==> src/rtl/rhsm_pkg.sv <==
// ----------------------------------------------------------------------------
// rhsm_pkg
// Shared types, constants and arithmetic helpers of the rolling hash
// substring matcher.
// ----------------------------------------------------------------------------
package rhsm_pkg;

  localparam int MAX_PATTERN = 64;
  localparam int PTR_W       = (MAX_PATTERN > 1) ? $clog2(MAX_PATTERN) : 1;
  localparam int LEN_W       = $clog2(MAX_PATTERN + 1);
  localparam int CHAR_W      = 8;
  localparam int MODE_W      = 2;
  localparam int HASH_W      = 30;
  localparam int MUL_STEPS   = CHAR_W;
  localparam int MCNT_W      = $clog2(MUL_STEPS + 1);

  localparam logic [HASH_W-1:0] HASH_MOD  = HASH_W'(1000000000);
  localparam logic [CHAR_W-1:0] CHAR_ZERO = 8'h30;
  localparam logic [CHAR_W-1:0] CHAR_NINE = 8'h39;

  localparam logic [MODE_W-1:0] MODE_CLEAR   = 2'd0;
  localparam logic [MODE_W-1:0] MODE_PATTERN = 2'd1;
  localparam logic [MODE_W-1:0] MODE_TEXT    = 2'd2;

  typedef struct packed {
    logic [MODE_W-1:0] mode;
    logic [CHAR_W-1:0] char_value;
  } in_item_t;

  typedef struct packed {
    logic match_here;
    logic found;
    logic pattern_overflow;
  } out_item_t;

  // (2*h + c) mod HASH_MOD, h already reduced
  function automatic logic [HASH_W-1:0] mod_dbl_add(input logic [HASH_W-1:0] h,
                                                    input logic [CHAR_W-1:0] c);
    logic [HASH_W:0] s;
    s = {h, 1'b0} + (HASH_W+1)'(c);
    if (s >= {HASH_MOD, 1'b0}) begin
      s = s - {HASH_MOD, 1'b0};
    end else if (s >= (HASH_W+1)'(HASH_MOD)) begin
      s = s - (HASH_W+1)'(HASH_MOD);
    end
    return s[HASH_W-1:0];
  endfunction

  // (a + b) mod HASH_MOD, both reduced
  function automatic logic [HASH_W-1:0] mod_add(input logic [HASH_W-1:0] a,
                                                input logic [HASH_W-1:0] b);
    logic [HASH_W:0] s;
    s = (HASH_W+1)'(a) + (HASH_W+1)'(b);
    if (s >= (HASH_W+1)'(HASH_MOD)) begin
      s = s - (HASH_W+1)'(HASH_MOD);
    end
    return s[HASH_W-1:0];
  endfunction

  // (ptr - len) mod MAX_PATTERN, len in 1..MAX_PATTERN
  function automatic logic [PTR_W-1:0] wrap_sub(input logic [PTR_W-1:0] ptr,
                                                input logic [LEN_W-1:0] len);
    logic [LEN_W:0] s;
    s = (LEN_W+1)'(ptr) + (LEN_W+1)'(MAX_PATTERN) - (LEN_W+1)'(len);
    if (s >= (LEN_W+1)'(MAX_PATTERN)) begin
      s = s - (LEN_W+1)'(MAX_PATTERN);
    end
    return s[PTR_W-1:0];
  endfunction

  function automatic logic [PTR_W-1:0] wrap_inc(input logic [PTR_W-1:0] ptr);
    logic [PTR_W-1:0] r;
    if (ptr == PTR_W'(MAX_PATTERN - 1)) begin
      r = '0;
    end else begin
      r = ptr + PTR_W'(1);
    end
    return r;
  endfunction

endpackage

==> src/rtl/rhsm_ram.sv <==
// ----------------------------------------------------------------------------
// rhsm_ram
// Generic single-write, single-read synchronous RAM with registered read.
// ----------------------------------------------------------------------------
module rhsm_ram #(
  parameter int WIDTH = 8,
  parameter int DEPTH = 64
) (
  input  logic                                    clk,
  input  logic                                    we,
  input  logic [((DEPTH > 1) ? $clog2(DEPTH) : 1)-1:0] waddr,
  input  logic [WIDTH-1:0]                        wdata,
  input  logic [((DEPTH > 1) ? $clog2(DEPTH) : 1)-1:0] raddr,
  output logic [WIDTH-1:0]                        rdata
);

  logic [WIDTH-1:0] mem_r [DEPTH];
  logic [WIDTH-1:0] rdata_r;

  always_ff @(posedge clk) begin
    if (we) begin
      mem_r[waddr] <= wdata;
    end
    rdata_r <= mem_r[raddr];
  end

  assign rdata = rdata_r;

endmodule

==> src/rtl/rhsm_mulmod.sv <==
// ----------------------------------------------------------------------------
// rhsm_mulmod
// Bit-serial modular multiplier: a * b mod 10^9, one bit of b per cycle,
// most significant bit first.
// ----------------------------------------------------------------------------
module rhsm_mulmod (
  input  logic                        clk,
  input  logic                        rst_n,
  input  logic                        start,
  input  logic [rhsm_pkg::HASH_W-1:0] a,
  input  logic [rhsm_pkg::CHAR_W-1:0] b,
  output logic                        busy,
  output logic [rhsm_pkg::HASH_W-1:0] result
);

  logic                        busy_r, busy_nxt;
  logic [rhsm_pkg::MCNT_W-1:0] cnt_r, cnt_nxt;
  logic [rhsm_pkg::HASH_W-1:0] a_r, a_nxt;
  logic [rhsm_pkg::CHAR_W-1:0] b_r, b_nxt;
  logic [rhsm_pkg::HASH_W-1:0] acc_r, acc_nxt;
  logic [rhsm_pkg::HASH_W-1:0] dbl;

  always_comb begin
    busy_nxt = busy_r;
    cnt_nxt  = cnt_r;
    a_nxt    = a_r;
    b_nxt    = b_r;
    acc_nxt  = acc_r;
    dbl      = rhsm_pkg::mod_dbl_add(acc_r, '0);
    if (start) begin
      busy_nxt = 1'b1;
      cnt_nxt  = rhsm_pkg::MCNT_W'(rhsm_pkg::MUL_STEPS);
      a_nxt    = a;
      b_nxt    = b;
      acc_nxt  = '0;
    end else if (busy_r) begin
      acc_nxt = b_r[rhsm_pkg::CHAR_W-1] ? rhsm_pkg::mod_add(dbl, a_r) : dbl;
      b_nxt   = {b_r[rhsm_pkg::CHAR_W-2:0], 1'b0};
      cnt_nxt = cnt_r - rhsm_pkg::MCNT_W'(1);
      if (cnt_r == rhsm_pkg::MCNT_W'(1)) begin
        busy_nxt = 1'b0;
      end
    end
  end

  always_ff @(posedge clk) begin
    if (!rst_n) begin
      busy_r <= 1'b0;
      cnt_r  <= '0;
    end else begin
      busy_r <= busy_nxt;
      cnt_r  <= cnt_nxt;
    end
  end

  always_ff @(posedge clk) begin
    a_r   <= a_nxt;
    b_r   <= b_nxt;
    acc_r <= acc_nxt;
  end

  assign busy   = busy_r;
  assign result = acc_r;

endmodule

==> src/rtl/rolling_hash_substring_matcher.sv <==
// ----------------------------------------------------------------------------
// rolling_hash_substring_matcher
// Streaming substring matcher: pattern bytes are loaded, then text bytes are
// scanned with a base-2 rolling hash mod 10^9 and hash hits are verified.
// ----------------------------------------------------------------------------
// Every item gives exactly one result. Clear, pattern, unused-mode and
// dropped (digit, or empty pattern) text items go from S_DISP straight to
// S_DONE; a text item while the window is still filling passes S_SHIFT too.
// Once the window is full, removing the oldest byte needs top_power times
// that byte mod 10^9, done by a bit-serial multiplier at one bit per cycle
// (states S_MUL and S_MULW) before S_SHIFT. On a hash hit the window is
// checked against the pattern one byte at a time, alternating S_VRD and
// S_VCMP (one read port on each of the pattern and window RAMs). A new
// item is accepted while the previous result is still held on the output.
// ----------------------------------------------------------------------------
module rolling_hash_substring_matcher (
  input  logic                 clk,
  input  logic                 rst_n,
  input  logic                 in_valid,
  output logic                 in_stall,
  input  rhsm_pkg::in_item_t   in_item,
  output logic                 out_valid,
  input  logic                 out_stall,
  output rhsm_pkg::out_item_t  out_item
);

  localparam logic [3:0] S_IDLE  = 4'd0;
  localparam logic [3:0] S_DISP  = 4'd1;
  localparam logic [3:0] S_MUL   = 4'd2;
  localparam logic [3:0] S_MULW  = 4'd3;
  localparam logic [3:0] S_SHIFT = 4'd4;
  localparam logic [3:0] S_VRD   = 4'd5;
  localparam logic [3:0] S_VCMP  = 4'd6;
  localparam logic [3:0] S_DONE  = 4'd7;

  logic [3:0]                  state_r, state_nxt;
  rhsm_pkg::in_item_t          item_r, item_nxt;
  logic [rhsm_pkg::LEN_W-1:0]  len_r, len_nxt;
  logic [rhsm_pkg::LEN_W-1:0]  kept_r, kept_nxt;
  logic [rhsm_pkg::PTR_W-1:0]  ptr_r, ptr_nxt;
  logic [rhsm_pkg::HASH_W-1:0] phash_r, phash_nxt;
  logic [rhsm_pkg::HASH_W-1:0] whash_r, whash_nxt;
  logic [rhsm_pkg::HASH_W-1:0] tpow_r, tpow_nxt;
  logic                        found_r, found_nxt;
  logic [rhsm_pkg::HASH_W-1:0] hsel_r, hsel_nxt;
  logic                        res_match_r, res_match_nxt;
  logic                        res_ovf_r, res_ovf_nxt;
  logic [rhsm_pkg::PTR_W-1:0]  walk_j_r, walk_j_nxt;
  logic [rhsm_pkg::PTR_W-1:0]  walk_idx_r, walk_idx_nxt;
  logic                        out_valid_r, out_valid_nxt;
  rhsm_pkg::out_item_t         out_item_r, out_item_nxt;

  logic                        accept;
  logic                        out_load;
  logic                        is_digit;
  logic                        pat_we;
  logic                        ring_we;
  logic [rhsm_pkg::PTR_W-1:0]  ring_raddr;
  logic [rhsm_pkg::CHAR_W-1:0] pat_rdata;
  logic [rhsm_pkg::CHAR_W-1:0] ring_rdata;
  logic                        mul_start;
  logic                        mul_busy;
  logic [rhsm_pkg::HASH_W-1:0] mul_res;
  logic [rhsm_pkg::HASH_W-1:0] new_hash;

  assign in_stall = (state_r != S_IDLE);
  assign accept   = in_valid && !in_stall;
  assign out_load = (state_r == S_DONE) && (!out_valid_r || !out_stall);
  assign is_digit = (item_r.char_value >= rhsm_pkg::CHAR_ZERO) &&
                    (item_r.char_value <= rhsm_pkg::CHAR_NINE);
  assign new_hash = rhsm_pkg::mod_dbl_add(hsel_r, item_r.char_value);
  assign pat_we   = (state_r == S_DISP) && (item_r.mode == rhsm_pkg::MODE_PATTERN) &&
                    (len_r < rhsm_pkg::LEN_W'(rhsm_pkg::MAX_PATTERN));
  assign ring_we  = (state_r == S_SHIFT);
  assign ring_raddr = (state_r == S_DISP) ? rhsm_pkg::wrap_sub(ptr_r, len_r) : walk_idx_r;
  assign mul_start  = (state_r == S_MUL);

  rhsm_ram #(
    .WIDTH (rhsm_pkg::CHAR_W),
    .DEPTH (rhsm_pkg::MAX_PATTERN)
  ) u_pattern_ram (
    .clk   (clk),
    .we    (pat_we),
    .waddr (len_r[rhsm_pkg::PTR_W-1:0]),
    .wdata (item_r.char_value),
    .raddr (walk_j_r),
    .rdata (pat_rdata)
  );

  rhsm_ram #(
    .WIDTH (rhsm_pkg::CHAR_W),
    .DEPTH (rhsm_pkg::MAX_PATTERN)
  ) u_window_ram (
    .clk   (clk),
    .we    (ring_we),
    .waddr (ptr_r),
    .wdata (item_r.char_value),
    .raddr (ring_raddr),
    .rdata (ring_rdata)
  );

  rhsm_mulmod u_mulmod (
    .clk    (clk),
    .rst_n  (rst_n),
    .start  (mul_start),
    .a      (tpow_r),
    .b      (ring_rdata),
    .busy   (mul_busy),
    .result (mul_res)
  );

  always_comb begin
    state_nxt     = state_r;
    item_nxt      = item_r;
    len_nxt       = len_r;
    kept_nxt      = kept_r;
    ptr_nxt       = ptr_r;
    phash_nxt     = phash_r;
    whash_nxt     = whash_r;
    tpow_nxt      = tpow_r;
    found_nxt     = found_r;
    hsel_nxt      = hsel_r;
    res_match_nxt = res_match_r;
    res_ovf_nxt   = res_ovf_r;
    walk_j_nxt    = walk_j_r;
    walk_idx_nxt  = walk_idx_r;
    out_valid_nxt = out_valid_r;
    out_item_nxt  = out_item_r;

    if (out_valid_r && !out_stall) begin
      out_valid_nxt = 1'b0;
    end

    case (state_r)
      S_IDLE: begin
        if (accept) begin
          item_nxt  = in_item;
          state_nxt = S_DISP;
        end
      end
      S_DISP: begin
        res_match_nxt = 1'b0;
        res_ovf_nxt   = 1'b0;
        state_nxt     = S_DONE;
        case (item_r.mode)
          rhsm_pkg::MODE_CLEAR: begin
            len_nxt   = '0;
            kept_nxt  = '0;
            ptr_nxt   = '0;
            phash_nxt = '0;
            whash_nxt = '0;
            tpow_nxt  = rhsm_pkg::HASH_W'(1);
            found_nxt = 1'b0;
          end
          rhsm_pkg::MODE_PATTERN: begin
            if (pat_we) begin
              if (len_r != '0) begin
                tpow_nxt = rhsm_pkg::mod_dbl_add(tpow_r, '0);
              end
              phash_nxt = rhsm_pkg::mod_dbl_add(phash_r, item_r.char_value);
              len_nxt   = len_r + rhsm_pkg::LEN_W'(1);
            end else begin
              res_ovf_nxt = 1'b1;
            end
            kept_nxt  = '0;
            ptr_nxt   = '0;
            whash_nxt = '0;
          end
          rhsm_pkg::MODE_TEXT: begin
            if (!is_digit && len_r != '0) begin
              if (kept_r >= len_r) begin
                state_nxt = S_MUL;
              end else begin
                kept_nxt  = kept_r + rhsm_pkg::LEN_W'(1);
                hsel_nxt  = whash_r;
                state_nxt = S_SHIFT;
              end
            end
          end
          default: begin
            state_nxt = S_DONE;
          end
        endcase
      end
      S_MUL: begin
        state_nxt = S_MULW;
      end
      S_MULW: begin
        if (!mul_busy) begin
          hsel_nxt  = rhsm_pkg::mod_add(whash_r, rhsm_pkg::HASH_MOD - mul_res);
          state_nxt = S_SHIFT;
        end
      end
      S_SHIFT: begin
        whash_nxt = new_hash;
        ptr_nxt   = rhsm_pkg::wrap_inc(ptr_r);
        if (kept_r >= len_r && new_hash == phash_r) begin
          walk_j_nxt   = '0;
          walk_idx_nxt = rhsm_pkg::wrap_sub(rhsm_pkg::wrap_inc(ptr_r), len_r);
          state_nxt    = S_VRD;
        end else begin
          state_nxt = S_DONE;
        end
      end
      S_VRD: begin
        state_nxt = S_VCMP;
      end
      S_VCMP: begin
        if (pat_rdata != ring_rdata) begin
          state_nxt = S_DONE;
        end else if (rhsm_pkg::LEN_W'(walk_j_r) == len_r - rhsm_pkg::LEN_W'(1)) begin
          res_match_nxt = 1'b1;
          found_nxt     = 1'b1;
          state_nxt     = S_DONE;
        end else begin
          walk_j_nxt   = walk_j_r + rhsm_pkg::PTR_W'(1);
          walk_idx_nxt = rhsm_pkg::wrap_inc(walk_idx_r);
          state_nxt    = S_VRD;
        end
      end
      S_DONE: begin
        if (out_load) begin
          out_valid_nxt                 = 1'b1;
          out_item_nxt.match_here       = res_match_r;
          out_item_nxt.found            = found_r || (len_r == '0);
          out_item_nxt.pattern_overflow = res_ovf_r;
          state_nxt                     = S_IDLE;
        end
      end
      default: begin
        state_nxt = S_IDLE;
      end
    endcase
  end

  always_ff @(posedge clk) begin
    if (!rst_n) begin
      state_r     <= S_IDLE;
      len_r       <= '0;
      kept_r      <= '0;
      ptr_r       <= '0;
      phash_r     <= '0;
      whash_r     <= '0;
      tpow_r      <= rhsm_pkg::HASH_W'(1);
      found_r     <= 1'b0;
      out_valid_r <= 1'b0;
    end else begin
      state_r     <= state_nxt;
      len_r       <= len_nxt;
      kept_r      <= kept_nxt;
      ptr_r       <= ptr_nxt;
      phash_r     <= phash_nxt;
      whash_r     <= whash_nxt;
      tpow_r      <= tpow_nxt;
      found_r     <= found_nxt;
      out_valid_r <= out_valid_nxt;
    end
  end

  always_ff @(posedge clk) begin
    item_r      <= item_nxt;
    hsel_r      <= hsel_nxt;
    res_match_r <= res_match_nxt;
    res_ovf_r   <= res_ovf_nxt;
    walk_j_r    <= walk_j_nxt;
    walk_idx_r  <= walk_idx_nxt;
    out_item_r  <= out_item_nxt;
  end

  assign out_valid = out_valid_r;
  assign out_item  = out_item_r;

  a_kept_le_len: assert property (@(posedge clk) disable iff (!rst_n)
    kept_r <= len_r) else $error("kept count above pattern length");

  a_len_cap: assert property (@(posedge clk) disable iff (!rst_n)
    len_r <= rhsm_pkg::LEN_W'(rhsm_pkg::MAX_PATTERN)) else $error("pattern length overflow");

  a_hash_reduced: assert property (@(posedge clk) disable iff (!rst_n)
    phash_r < rhsm_pkg::HASH_MOD && whash_r < rhsm_pkg::HASH_MOD &&
    tpow_r < rhsm_pkg::HASH_MOD) else $error("hash state not reduced");

  a_busy_stalls: assert property (@(posedge clk) disable iff (!rst_n)
    state_r != S_IDLE |-> in_stall) else $error("input taken while busy");

  a_match_found: assert property (@(posedge clk) disable iff (!rst_n)
    out_valid_r && out_item_r.match_here |-> out_item_r.found)
    else $error("match without found");

endmodule

==> config.mk <==
export PLATFORM = sky130hd
export DESIGN_NAME = rolling_hash_substring_matcher
export DESIGN_NICKNAME = d
export VERILOG_FILES = /design/src/rtl/rhsm_pkg.sv /design/src/rtl/rhsm_ram.sv /design/src/rtl/rhsm_mulmod.sv /design/src/rtl/rolling_hash_substring_matcher.sv
export SDC_FILE = /design/constraint.sdc
export NUM_CORES = 2
export LEC_CHECK = 0
export ABC_CLOCK_PERIOD_IN_PS = 23900
export BUFFER_PORTS_ARGS = -buffer_cell sky130_fd_sc_hd__buf_2
export CAP_MARGIN = 20
export CORE_ASPECT_RATIO = 1.1
export CORE_MARGIN = 1.5
export CORE_UTILIZATION = 40
export DETAILED_ROUTE_END_ITERATION = 8
export REMOVE_ABC_BUFFERS = 1
export SLEW_MARGIN = 20
export SYNTH_ARGS = -nofsm -noshare
export SYNTH_HDL_FRONTEND = slang
export SYNTH_HIERARCHICAL = 1
export SYNTH_SLANG_ARGS = --single-unit
==> constraint.sdc <==
create_clock -name clk -period 23.9 [get_ports clk]
set_input_delay 3.585 -clock clk [delete_from_list [all_inputs] [get_ports clk]]
set_output_delay 3.585 -clock clk [all_outputs]
set_load 0.05 [all_outputs]
==> results.ini <==
[detailed_routing]
dr.pass1.iters = 7
wl_per_cell_um = 23.4
top_layer = met5
drt_wl_total_um = 164000
route.met3.wl_um = 9380
via_per_inst = 5.86
wl_met2_um = 77800
first_iter_violations = 4067
drc_errors = 0
vias = 41010
met1Wirelength_um = 71200
postRouteAntennaNets = 0

[min_path]
hold_path_class = reg -> reg
whs_path_depth = 0
holdCritStartpoint = res_ovf_r
whs_endpoint = out_item[0]

[timing]
setup_viol = 0
tightest_slew_ns = 1.04
grt_setup_unrepaired = false
period_share_pct = 31.6
whs_ns = 0.431
finalCriticalPeriod_ns = 7.55
slew_headroom_pct = 30.2
max_freq_mhz = 132
skew_ns = 0.0388
hold_viol_final = 0
tns_ns = 0
drv_slew = 0
worst_slack_ns = 16.35

[clock_network]
clock_sinks = 1285
post_cts_buffers = 0
cts_made_buffers = 137
ctsResizeCount = 0
root_buffer = clkbuf_16
cts_tree = done
cts.clk_slew.worst_paths_ns = 0.06
cts_buffer_depth = 3
htree_levels = 4
ctsHoldBuffers = 0
insertion_delay_ns = 0.79

[worst_setup_path]
cp_top_family = compound AO/OA/AOI/OAI gates
worst_r2r_endpoint = walk_j_r[0]
path_cells = buf_4, ha_1, inv_1, fa_1, and2b_1, o211ai_2, a211oi_1, xor2_1, ha_1, nand2_1, a2111oi_0, nor3_1, a311oi_1, o21ai_1, a21oi_1, nand3_2, a311o_1, o32ai_1, o21ai_0, a2111oi_0, nand4_1, o32ai_2
regToRegSetupSlack_ns = 16.35
cp_max_fo = 60
slowest_stage = o32ai_2
critical-path-max-stage-delay_ns = 0.65
critical_path_buf_inv_count = 2
start_kind = flip-flop
crit_arrival_ns = 7.94
critPathRequiredTime_ns = 24.28
rr_startpoint = item_r[1]
worstSetupEndpointType = flip-flop
r2r_cells = 22
path_class = reg -> reg

[placement]
dp_slack_ns = 16.40
io_buffers = 18
gp_congestion = 0.913
place_inst = 6747
post-dp-hpwl_um = 107000

[flow_run]
max_cap_violations = 0

[grt]
first_global_vias = 39635
grt_pass1_wl_um = 248000
grt_max_degree = 119
antenna_found_initial = 6
grt_overflow_total = 0
grt.total_usage_pct = 19.9

[die]
start_util_pct = 40.3
die_h_um = 422
row_count = 153
dieArea_sq_um = 162000
ios = 19
core_sq_um = 158000
die_w_um = 384

[logic_synthesis]
ys_ff_latch = 1285
async_flop_share_pct = 0
synth_seq_area_share_pct = 57.9
yosys_warnings = 6
synth_flop_cell = edfxtp_1
synth_edf_count = 1119
syn_area_sq_um = 63700
syn_inst = 4829
synth.distinct_cells = 121
syn_area_per_cell_sq_um = 13.2

[power_and_ir_drop]
ir_drop_v = 0.0000815
power_density_nw_per_um2 = 104
p_leak_uw = 0.0230

[cells_and_area]
finalNonFillerCells = 7003
area_delta_synth_final_pct = 10.4
drive_gt1_share_pct = 13.6
fin_nets = 4939
fillCellCount = 14237

[outcome]
outcome = completed

-- cells by family after synthesis --
logic type / after synthesis / share of synthesized area (%)
xor+xnor: 314 / 4.42
mux: 360 / 10.8
compound gates: 988 / 10.8
buf+inv: 350 / 2.53
fa+ha+maj: 131 / 2.64
flops: 1285 / 57.9
simple gates: 1401 / 10.9
-- synth_stat cells, types with 19 or more instances --
cell type	number	area share (%)
a211oi_1	39	0.46
a21o_1	54	0.64
ha_1	125	2.5
nand4_1	56	0.55
buf_4	29	0.34
dfxtp_1	166	5.2
buf_2	43	0.34
xnor2_1	192	2.6
and2_1	39	0.38
or3_1	22	0.22
nor2_1	399	2.3
mux4_2	247	8.7
o22ai_1	38	0.37
and3_1	43	0.42
nor3_1	69	0.54
o21a_1	30	0.35
xor2_1	116	1.6
inv_1	92	0.54
o31ai_1	19	0.22
o21ai_0	205	1.6
clkbuf_1	158	0.93
nand2_1	324	1.9
o211ai_1	29	0.34
a21boi_0	37	0.44
a31oi_1	38	0.37
nor4_1	46	0.45
nor2b_1	103	1.0
edfxtp_1	1119	53
nand3_1	125	0.98
mux2_2	44	0.78
a22oi_1	57	0.67
a21oi_1	178	1.4
o221ai_1	21	0.29
mux2i_1	61	0.96
nand2b_1	58	0.57
-- per-stage QoR --
step	cell area, sq um	power (uW)	utilization (%)
detailed placement	65800	5190	41.6
finish	70400	7320	44.5
global route	70400	7700	44.5
CTS	70400	7360	44.5
global placement	65800	5170	41.6
floorplan	62500	4630	-
-- how the worst max path moves through the flow --
stage | startpoint | endpoint | slack (ns) | cells after the start
global route | item_r[1] | walk_idx_r[2] | 15.92 | 22
global placement | item_r[1] | walk_j_r[0] | 16.43 | 22
detailed placement | item_r[1] | walk_idx_r[3] | 16.40 | 22
finish | item_r[1] | walk_j_r[0] | 16.35 | 22
CTS | item_r[1] | walk_j_r[0] | 16.37 | 22
floorplan | state_r[0] | u_window_ram/rdata[4] | 9.97 | 10
-- where the power goes --
group | switching (uW) | internal [uW]
sequential | 114 | 2620
clock | 909 | 1230
combinational | 1540 | 908
-- per-layer routing --
metal	up-vias	GRT usage (%)
li1	18689	-
met1	20709	27.3
met2	1339	31.9
met3	271	3.13
met4	2	7.09
met5	-	0
-- final cells by class --
| cell class | count | area (sq um) | share of cell area (%) |
|---|---|---|---|
| Sequential cell | 1285 | 36900 | 52.5 |
| Clock inverter | 74 | 837 | 1.19 |
| Tap cell | 2092 | 2620 | 3.72 |
| Multi-Input combinational cell | 3194 | 25300 | 35.9 |
| Inverter | 95 | 357 | 0.507 |
| Antenna cell | 2 | 5.00 | 0.00711 |
| Clock buffer | 180 | 3750 | 5.33 |
| Timing Repair Buffer | 81 | 601 | 0.853 |
-- state kept, by name, summed over array words and instances (netlist names), 3 cells and up --
| register | flops |
|---|---|
| kept_r | 7 |
| hsel_r | 30 |
| walk_idx_r | 6 |
| u_pattern_ram/rdata | 8 |
| whash_r | 30 |
| u_window_ram/mem_r | 512 |
| ptr_r | 6 |
| out_item | 3 |
| walk_j_r | 6 |
| tpow_r | 30 |
| u_mulmod/cnt_r | 4 |
| len_r | 7 |
| u_window_ram/rdata | 8 |
| u_mulmod/b_r | 8 |
| u_pattern_ram/mem_r | 512 |
| u_mulmod/result | 30 |
| state_r | 3 |
| phash_r | 30 |
| u_mulmod/a_r | 30 |
| item_r | 10 |
-- cell usage in the layout, fill, tap and decap left out, types with 37 or more instances in the layout --
cell type,synthesis,routed
and2_1,39,39
ha_1,125,125
o21ai_0,205,199
mux4_2,247,247
a21o_1,54,54
nand3_1,125,125
a211oi_1,39,39
xor2_1,116,116
a22oi_1,57,57
edfxtp_1,1119,1119
a21oi_1,178,177
nor2b_1,103,103
mux2i_1,61,61
dfxtp_1,166,166
nor2_1,399,396
a31oi_1,38,38
clkbuf_16,0,139
nor3_1,69,68
mux2_2,44,44
nand2_1,324,323
nand4_1,56,56
xnor2_1,192,192
o22ai_1,38,38
inv_1,92,92
nand2b_1,58,57
buf_4,29,60
nor4_1,46,46
and3_1,43,43
a21boi_0,37,37
Power figures use the tool's default switching activity.
